## src/sv/hhd_pkg.sv

```systemverilog
package hhd_pkg;

   // Frame layout: header, eight field bytes, checksum byte.
   localparam int unsigned FRAME_BYTES = 10;
   localparam int unsigned FIELD_BYTES = 8;
   localparam int unsigned COUNT_W     = 4;

   // Header codes that open a frame.
   localparam logic [7:0] HDR_READ  = 8'h00;
   localparam logic [7:0] HDR_WRITE = 8'h01;

   typedef logic [7:0]         byte_type;
   typedef logic [COUNT_W-1:0] count_type;

   // Index of the checksum byte within the frame.
   localparam count_type LAST_INDEX   = COUNT_W'(FRAME_BYTES - 1);
   localparam count_type FRAME_LIMIT  = COUNT_W'(FRAME_BYTES);
   localparam count_type FIELD_LIMIT  = COUNT_W'(FIELD_BYTES);

endpackage

```

## src/sv/hhd_ifs.sv

```systemverilog
// Input channel: one received byte per transaction.
interface hhd_req_if;
   logic              valid;
   logic              ready;
   hhd_pkg::byte_type rx_byte;

   modport source (output valid, output rx_byte, input ready);
   modport sink (input valid, input rx_byte, output ready);
endinterface

// Result channel: one decoded frame per transaction.
interface hhd_rsp_if;
   logic        valid;
   logic        ready;
   logic [15:0] reg_address;
   logic [31:0] reg_value;
   logic [15:0] time_stamp;
   logic        is_write;
   logic        frame_ok;

   modport source (output valid, output reg_address, output reg_value,
                   output time_stamp, output is_write, output frame_ok,
                   input ready);
   modport sink (input valid, input reg_address, input reg_value,
                 input time_stamp, input is_write, input frame_ok,
                 output ready);
endinterface

```

## src/sv/hhd_cell.sv

```systemverilog
// One byte of the field shift chain. It takes its neighbor's byte on a shift.
module hhd_cell (
   input  logic              clock,
   input  logic              shift,
   input  hhd_pkg::byte_type d_in,
   output hhd_pkg::byte_type d_out
);
   import hhd_pkg::*;

   byte_type data_ff;
   byte_type data_in;

   // Hold unless the chain advances.
   assign data_in = shift ? d_in : data_ff;

   always_ff @(posedge clock) begin
      data_ff <= data_in;
   end

   assign d_out = data_ff;

endmodule

```

## src/sv/header_hunt_xor_frame_deframer.sv

```systemverilog
// Frame deframer: hunts the byte stream for a header (0x00 read, 0x01 write), then
// collects a ten-byte frame (header, 16-bit address, 32-bit value, 16-bit stamp,
// XOR checksum, all big-endian) and returns one result per frame with the fields
// and frame_ok, set when the ten bytes XOR to zero. A bad frame still yields a
// result with frame_ok low. Bytes are taken one per cycle; the result appears on
// the cycle after the checksum byte is accepted and sits in a single output
// register. Input is stalled only when a checksum byte arrives while a previous
// result is still waiting, so with the result side ready the rate is one byte
// per clock. The field bytes travel through a chain of eight byte cells.
module header_hunt_xor_frame_deframer (
   input logic       clock,
   input logic       reset,
   hhd_req_if.sink   req_chan,
   hhd_rsp_if.source rsp_chan
);
   import hhd_pkg::*;

   count_type   count_ff;
   count_type   count_in;
   byte_type    xor_ff;
   byte_type    xor_in;
   logic        write_ff;
   logic        write_in;
   logic        rsp_valid_ff;
   logic        rsp_valid_in;
   logic [15:0] rsp_address_ff;
   logic [31:0] rsp_value_ff;
   logic [15:0] rsp_stamp_ff;
   logic        rsp_write_ff;
   logic        rsp_ok_ff;

   logic        req_acc;
   logic        hunting;
   logic        is_header;
   logic        shift;
   logic        last;
   byte_type    rx;
   byte_type    chain [FIELD_BYTES+1];

   // Input handshake: only a checksum byte needs room in the output register.
   assign req_chan.ready = !(rsp_valid_ff && !rsp_chan.ready && count_ff == LAST_INDEX);
   assign req_acc        = req_chan.valid && req_chan.ready;
   assign rx             = req_chan.rx_byte;

   // Frame position decode.
   assign hunting   = (count_ff == '0) || (count_ff >= FRAME_LIMIT);
   assign is_header = (rx == HDR_READ) || (rx == HDR_WRITE);
   assign shift     = req_acc && !hunting && (count_ff <= FIELD_LIMIT);
   assign last      = req_acc && !hunting && (count_ff == LAST_INDEX);

   // Field byte chain: new bytes enter at cell zero and move toward the end.
   assign chain[0] = rx;
   for (genvar i = 0; i < FIELD_BYTES; i++) begin : g_cell
      hhd_cell u_cell (
         .clock (clock),
         .shift (shift),
         .d_in  (chain[i]),
         .d_out (chain[i+1])
      );
   end

   // Byte counter, running XOR and header kind.
   always_comb begin
      count_in = count_ff;
      xor_in   = xor_ff;
      write_in = write_ff;
      if (req_acc) begin
         priority if (hunting) begin
            if (is_header) begin
               count_in = COUNT_W'(1);
               xor_in   = rx;
               write_in = rx[0];
            end else begin
               count_in = '0;
            end
         end else if (count_ff == LAST_INDEX) begin
            count_in = '0;
            xor_in   = xor_ff ^ rx;
         end else begin
            count_in = count_ff + COUNT_W'(1);
            xor_in   = xor_ff ^ rx;
         end
      end
   end

   // Output register valid: set by a finished frame, cleared when taken.
   always_comb begin
      rsp_valid_in = rsp_valid_ff;
      if (last) begin
         rsp_valid_in = 1'b1;
      end else if (rsp_chan.ready) begin
         rsp_valid_in = 1'b0;
      end
   end

   always_ff @(posedge clock) begin
      if (reset) begin
         count_ff     <= '0;
         xor_ff       <= '0;
         write_ff     <= 1'b0;
         rsp_valid_ff <= 1'b0;
      end else begin
         count_ff     <= count_in;
         xor_ff       <= xor_in;
         write_ff     <= write_in;
         rsp_valid_ff <= rsp_valid_in;
      end
   end

   // Result payload, loaded from the chain when the checksum byte arrives.
   always_ff @(posedge clock) begin
      if (last) begin
         rsp_address_ff <= {chain[8], chain[7]};
         rsp_value_ff   <= {chain[6], chain[5], chain[4], chain[3]};
         rsp_stamp_ff   <= {chain[2], chain[1]};
         rsp_write_ff   <= write_ff;
         rsp_ok_ff      <= ((xor_ff ^ rx) == '0);
      end
   end

   assign rsp_chan.valid       = rsp_valid_ff;
   assign rsp_chan.reg_address = rsp_address_ff;
   assign rsp_chan.reg_value   = rsp_value_ff;
   assign rsp_chan.time_stamp  = rsp_stamp_ff;
   assign rsp_chan.is_write    = rsp_write_ff;
   assign rsp_chan.frame_ok    = rsp_ok_ff;

`ifndef SYNTH
   // The counter never leaves the frame range.
   a_count_range: assert property (@(posedge clock) disable iff (reset)
      count_ff <= LAST_INDEX)
      else $error("byte counter out of range");

   // A result only appears after a checksum byte was taken.
   a_rsp_source: assert property (@(posedge clock) disable iff (reset)
      $rose(rsp_valid_ff) |-> $past(last))
      else $error("result without a completed frame");

   // A completed frame always leaves a result waiting.
   a_frame_emits: assert property (@(posedge clock) disable iff (reset)
      last |=> rsp_valid_ff)
      else $error("completed frame produced no result");

   // A non-header byte while hunting leaves the block hunting.
   a_hunt_drop: assert property (@(posedge clock) disable iff (reset)
      (req_acc && count_ff == '0 && !is_header) |=> (count_ff == '0))
      else $error("non-header byte opened a frame");

   // A waiting result is never overwritten by a new frame.
   a_no_overrun: assert property (@(posedge clock) disable iff (reset)
      (rsp_valid_ff && !rsp_chan.ready) |-> !last)
      else $error("result overwritten before it was taken");
`endif

endmodule
```

## src/flat_wrapper.sv

```systemverilog
// flat-port wrapper written by rule: the top's interface ports become plain ports
module header_hunt_xor_frame_deframer_flat import hhd_pkg::*;
  (clock, reset, req_chan_valid, req_chan_rx_byte, req_chan_ready, rsp_chan_valid, rsp_chan_reg_address, rsp_chan_reg_value, rsp_chan_time_stamp, rsp_chan_is_write, rsp_chan_frame_ok, rsp_chan_ready);
  hhd_req_if req_chan_i ();
  hhd_rsp_if rsp_chan_i ();
  input logic clock;
  input logic reset;
  input wire logic [$bits(req_chan_i.valid)-1:0] req_chan_valid;
  input wire logic [$bits(req_chan_i.rx_byte)-1:0] req_chan_rx_byte;
  output wire logic [$bits(req_chan_i.ready)-1:0] req_chan_ready;
  output wire logic [$bits(rsp_chan_i.valid)-1:0] rsp_chan_valid;
  output wire logic [$bits(rsp_chan_i.reg_address)-1:0] rsp_chan_reg_address;
  output wire logic [$bits(rsp_chan_i.reg_value)-1:0] rsp_chan_reg_value;
  output wire logic [$bits(rsp_chan_i.time_stamp)-1:0] rsp_chan_time_stamp;
  output wire logic [$bits(rsp_chan_i.is_write)-1:0] rsp_chan_is_write;
  output wire logic [$bits(rsp_chan_i.frame_ok)-1:0] rsp_chan_frame_ok;
  input wire logic [$bits(rsp_chan_i.ready)-1:0] rsp_chan_ready;
  assign req_chan_i.valid = req_chan_valid;
  assign req_chan_i.rx_byte = req_chan_rx_byte;
  assign req_chan_ready = req_chan_i.ready;
  assign rsp_chan_valid = rsp_chan_i.valid;
  assign rsp_chan_reg_address = rsp_chan_i.reg_address;
  assign rsp_chan_reg_value = rsp_chan_i.reg_value;
  assign rsp_chan_time_stamp = rsp_chan_i.time_stamp;
  assign rsp_chan_is_write = rsp_chan_i.is_write;
  assign rsp_chan_frame_ok = rsp_chan_i.frame_ok;
  assign rsp_chan_i.ready = rsp_chan_ready;
  header_hunt_xor_frame_deframer u_core (.clock(clock), .reset(reset), .req_chan(req_chan_i), .rsp_chan(rsp_chan_i));
endmodule
```

## config.mk

```make
export PLATFORM = sky130hd
export DESIGN_NAME = header_hunt_xor_frame_deframer_flat
export DESIGN_NICKNAME = d
export VERILOG_FILES = /design/src/sv/hhd_pkg.sv /design/src/sv/hhd_ifs.sv /design/src/sv/hhd_cell.sv /design/src/sv/header_hunt_xor_frame_deframer.sv /design/src/flat_wrapper.sv
export SDC_FILE = /design/constraint.sdc
export NUM_CORES = 1
export LEC_CHECK = 0
export BUFFER_PORTS_ARGS = -buffer_cell sky130_fd_sc_hd__buf_4
export CAP_MARGIN = 5
export CORE_AREA = 5 5 110 112
export CTS_BUF_LIST = sky130_fd_sc_hd__clkbuf_8
export CTS_CLUSTER_SIZE = 14
export DETAILED_ROUTE_END_ITERATION = 8
export DIE_AREA = 0 0 115 117
export PLACE_DENSITY_LB_ADDON = 0.1
export SLEW_MARGIN = 20
export SYNTH_ARGS = -nofsm -noshare
export SYNTH_HDL_FRONTEND = slang
export SYNTH_SLANG_ARGS = --single-unit
```

## constraint.sdc

```tcl
create_clock -name clock -period 8.5 [get_ports clock]
set_clock_uncertainty 0.2 [all_clocks]
set_input_delay 2.55 -clock clock [delete_from_list [all_inputs] [get_ports clock]]
set_output_delay 2.55 -clock clock [all_outputs]
set_load 0.01 [all_outputs]
```

==> metrics.txt <==
share of post-route cells with drive strength above 1 38.6%; final wirelength 7550 um; syn avg cell area 21.1 um^2; CTS tree built; Yosys top cell area share 80.6%; ANT nets after route 0; TritonCTS Sinks 144; Slew Limit Fails 0; # diodes 0; Async S/R FF share, synth 0%; period utilization 69.5%; DR WL/cell 15.8 um; GP Congestion 0.738; non-filler cells, final 477; Clock Root Buffer clkbuf_8; DRT Pass-1 Iters 4; area grow syn2layout 24.2%; top cells by area, synth edfxtp_1, dfxtp_1, a311oi_2; Cell Rows 39; pre-CTS setup slack 2.59 ns; Post-DP HPWL 4510 um; clk_lat worst skew 0.42 ns; Hold Buf Count CTS 0; deepest clock path buffer count 2; post-CTS resize count 0; Setup WS post-layout 2.59 ns; Mapped Nets 242; min cycle time layout 5.91 ns; CP Data Arrival Time 3.16 ns; DR vias 2324; DIE AREA 13500 um^2; flops & latches, synth 144; number of post-CTS setup repair buffers 0; CP required 5.75 ns; Inst Count DP 445; gr usage total 12.1%; # IOs 80; Mapped Area 4850 um^2; Fillers 913; Cell variety after synth 36; Most used DFF post-synth edfxtp_1; Die Wd 115 um; DRC violations left 0; max frequency 0.169 GHz; crit-path max FO 3; Slew headroom 40.0%; Starting Density 43.6%; pin slew with the least headroom to its limit 0.899 ns; CP Capture Type primary output; TNS Setup 0 ns; number of global-route vias before repair 2277; core area 11100 um^2; grt ovf 0; Seq/Total Area, Yosys 86.3%; CTS H-tree depth 4; DR vias/cell 4.87; Reg clk slew, reported paths 0.08 ns; count leader, synth edfxtp_1; critical path class primary input to primary output; Synth Instances 230; Synth top cells by count edfxtp_1, dfxtp_1, a31oi_1, xnor2_1, a311oi_2; largest net degree at the start of global routing 67; Yosys warnings 0; drt initial violations 175; RSZ-0062 raised after global routing false; Power Dens Cells 245 nW/um^2; dominant cell type by area after synthesis edfxtp_1; number of synthesized flops with an enable pin 130; first-pass GRT wire length 12000 um; Leak 2.03 nW; HP Class flip-flop to flip-flop; Final Hold Viols 0; Worst IR Drop VDD 133 uV; CP Launch Type primary input; Post-layout nets 333; max_cap viols 0; status finished, final reports clean; initial antenna violation count 0; Die Ht 117 um; CTS Buf Count 17; IO Port Bufs 79; # setup viols final 0
==> cells by family (layout without fill, tap and decap cells) <==
group | Yosys count | count (layout) | synth area share (%)
AOI/OAI and AO/OA | 33 | 33 | 6.27
xor gates and xnor gates | 8 | 8 | 1.45
DFF | 144 | 144 | 86.3
buffers and inverters | 10 | 114 | 1.19
and+or+nand+nor | 35 | 35 | 4.75
==> worst paths after layout <==
| path | from | to | slack, ns | cells after the start |
|---|---|---|---|---|
| max | rsp_chan_ready | req_chan_ready | 2.59 | 4 |
| min reg2reg | u_core.g_cell[7].u_cell.d_out[0] | u_core.rsp_chan.reg_address[8] | 0.23 | 0 |
| max reg2reg | u_core.count_ff[1] | u_core.rsp_chan.time_stamp[12] | 5.77 | 3 |
| min | u_core.g_cell[7].u_cell.d_out[0] | u_core.rsp_chan.reg_address[8] | 0.23 | 0 |
==> registers in the layout, summed over array words and instances, names as in the netlist, 4 cells and up <==
name and cells:
u_core.g_cell.u_cell.d_out 64, u_core.rsp_chan.reg_value 32, u_core.rsp_chan.reg_address 16, u_core.count_ff 4
u_core.rsp_chan.time_stamp 16, u_core.xor_ff 8
==> metal layers <==
| layer | part of all wire [%] | GRT usage (%) | vias to the layer above |
|---|---|---|---|
| met4 | 1.3 | 5.63 | 0 |
| met3 | 6.4 | 5.35 | 9 |
| met5 | 0 | 0 | - |
| li1 | - | - | 1107 |
| met2 | 48 | 18.1 | 62 |
| met1 | 44 | 15.1 | 1146 |
==> where the power goes <==
group	switching (mW)	total, mW	leakage [nW]	internal, mW
logic	0.0441	0.0697	0.525	0.0256
clock network	0.256	0.580	0.223	0.324
registers	0.0166	0.828	1.28	0.811
==> layout make-up <==
| cell class | count | area [um^2] | share of cell area [%] |
|---|---|---|---|
| multi-input cells | 76 | 612 | 10.2 |
| well taps | 143 | 179 | 2.97 |
| clock inverters | 15 | 208 | 3.45 |
| clock buffers | 17 | 234 | 3.89 |
| repair buffers | 79 | 593 | 9.85 |
| flip-flops and latches | 144 | 4180 | 69.5 |
| inverters | 3 | 11.3 | 0.187 |
==> critical path, stage by stage <==
cell and delay [ns]:
buf_4 0.11, nor2b_1 0.27, nand2_1 0.09, buf_4 0.15
==> cells in the final DEF (no fill, tap or decap), types with 2 or more instances in the layout <==
cell and n:
nor2_1 5, inv_1 3, a21oi_1 6, and2_4 2, or3_1 5, bufinv_16 4, clkbuf_8 17, inv_6 3
a31oi_1 8, buf_4 79, xnor2_1 8, clkinv_4 6, or4_1 2, dfxtp_1 14, or3_2 4, a311oi_1 2
nand4_1 3, nor2b_1 3, a311oi_2 7, nand2_1 5, edfxtp_1 130
==> stage by stage <==
stage               hold WS, ns  instance area (um^2)  power [mW]  utilization [%]
finish                    0.225                  6020        1.48             54.1
global route              0.231                  6020        1.55             54.1
CTS                       0.225                  6020        1.50             54.1
detailed placement        0.205                  5580       0.915             50.1
global placement          0.202                  5580       0.912             50.1
floorplan                 0.200                  4850       0.893                -
No activity file was read; power rests on OpenSTA's default activity.
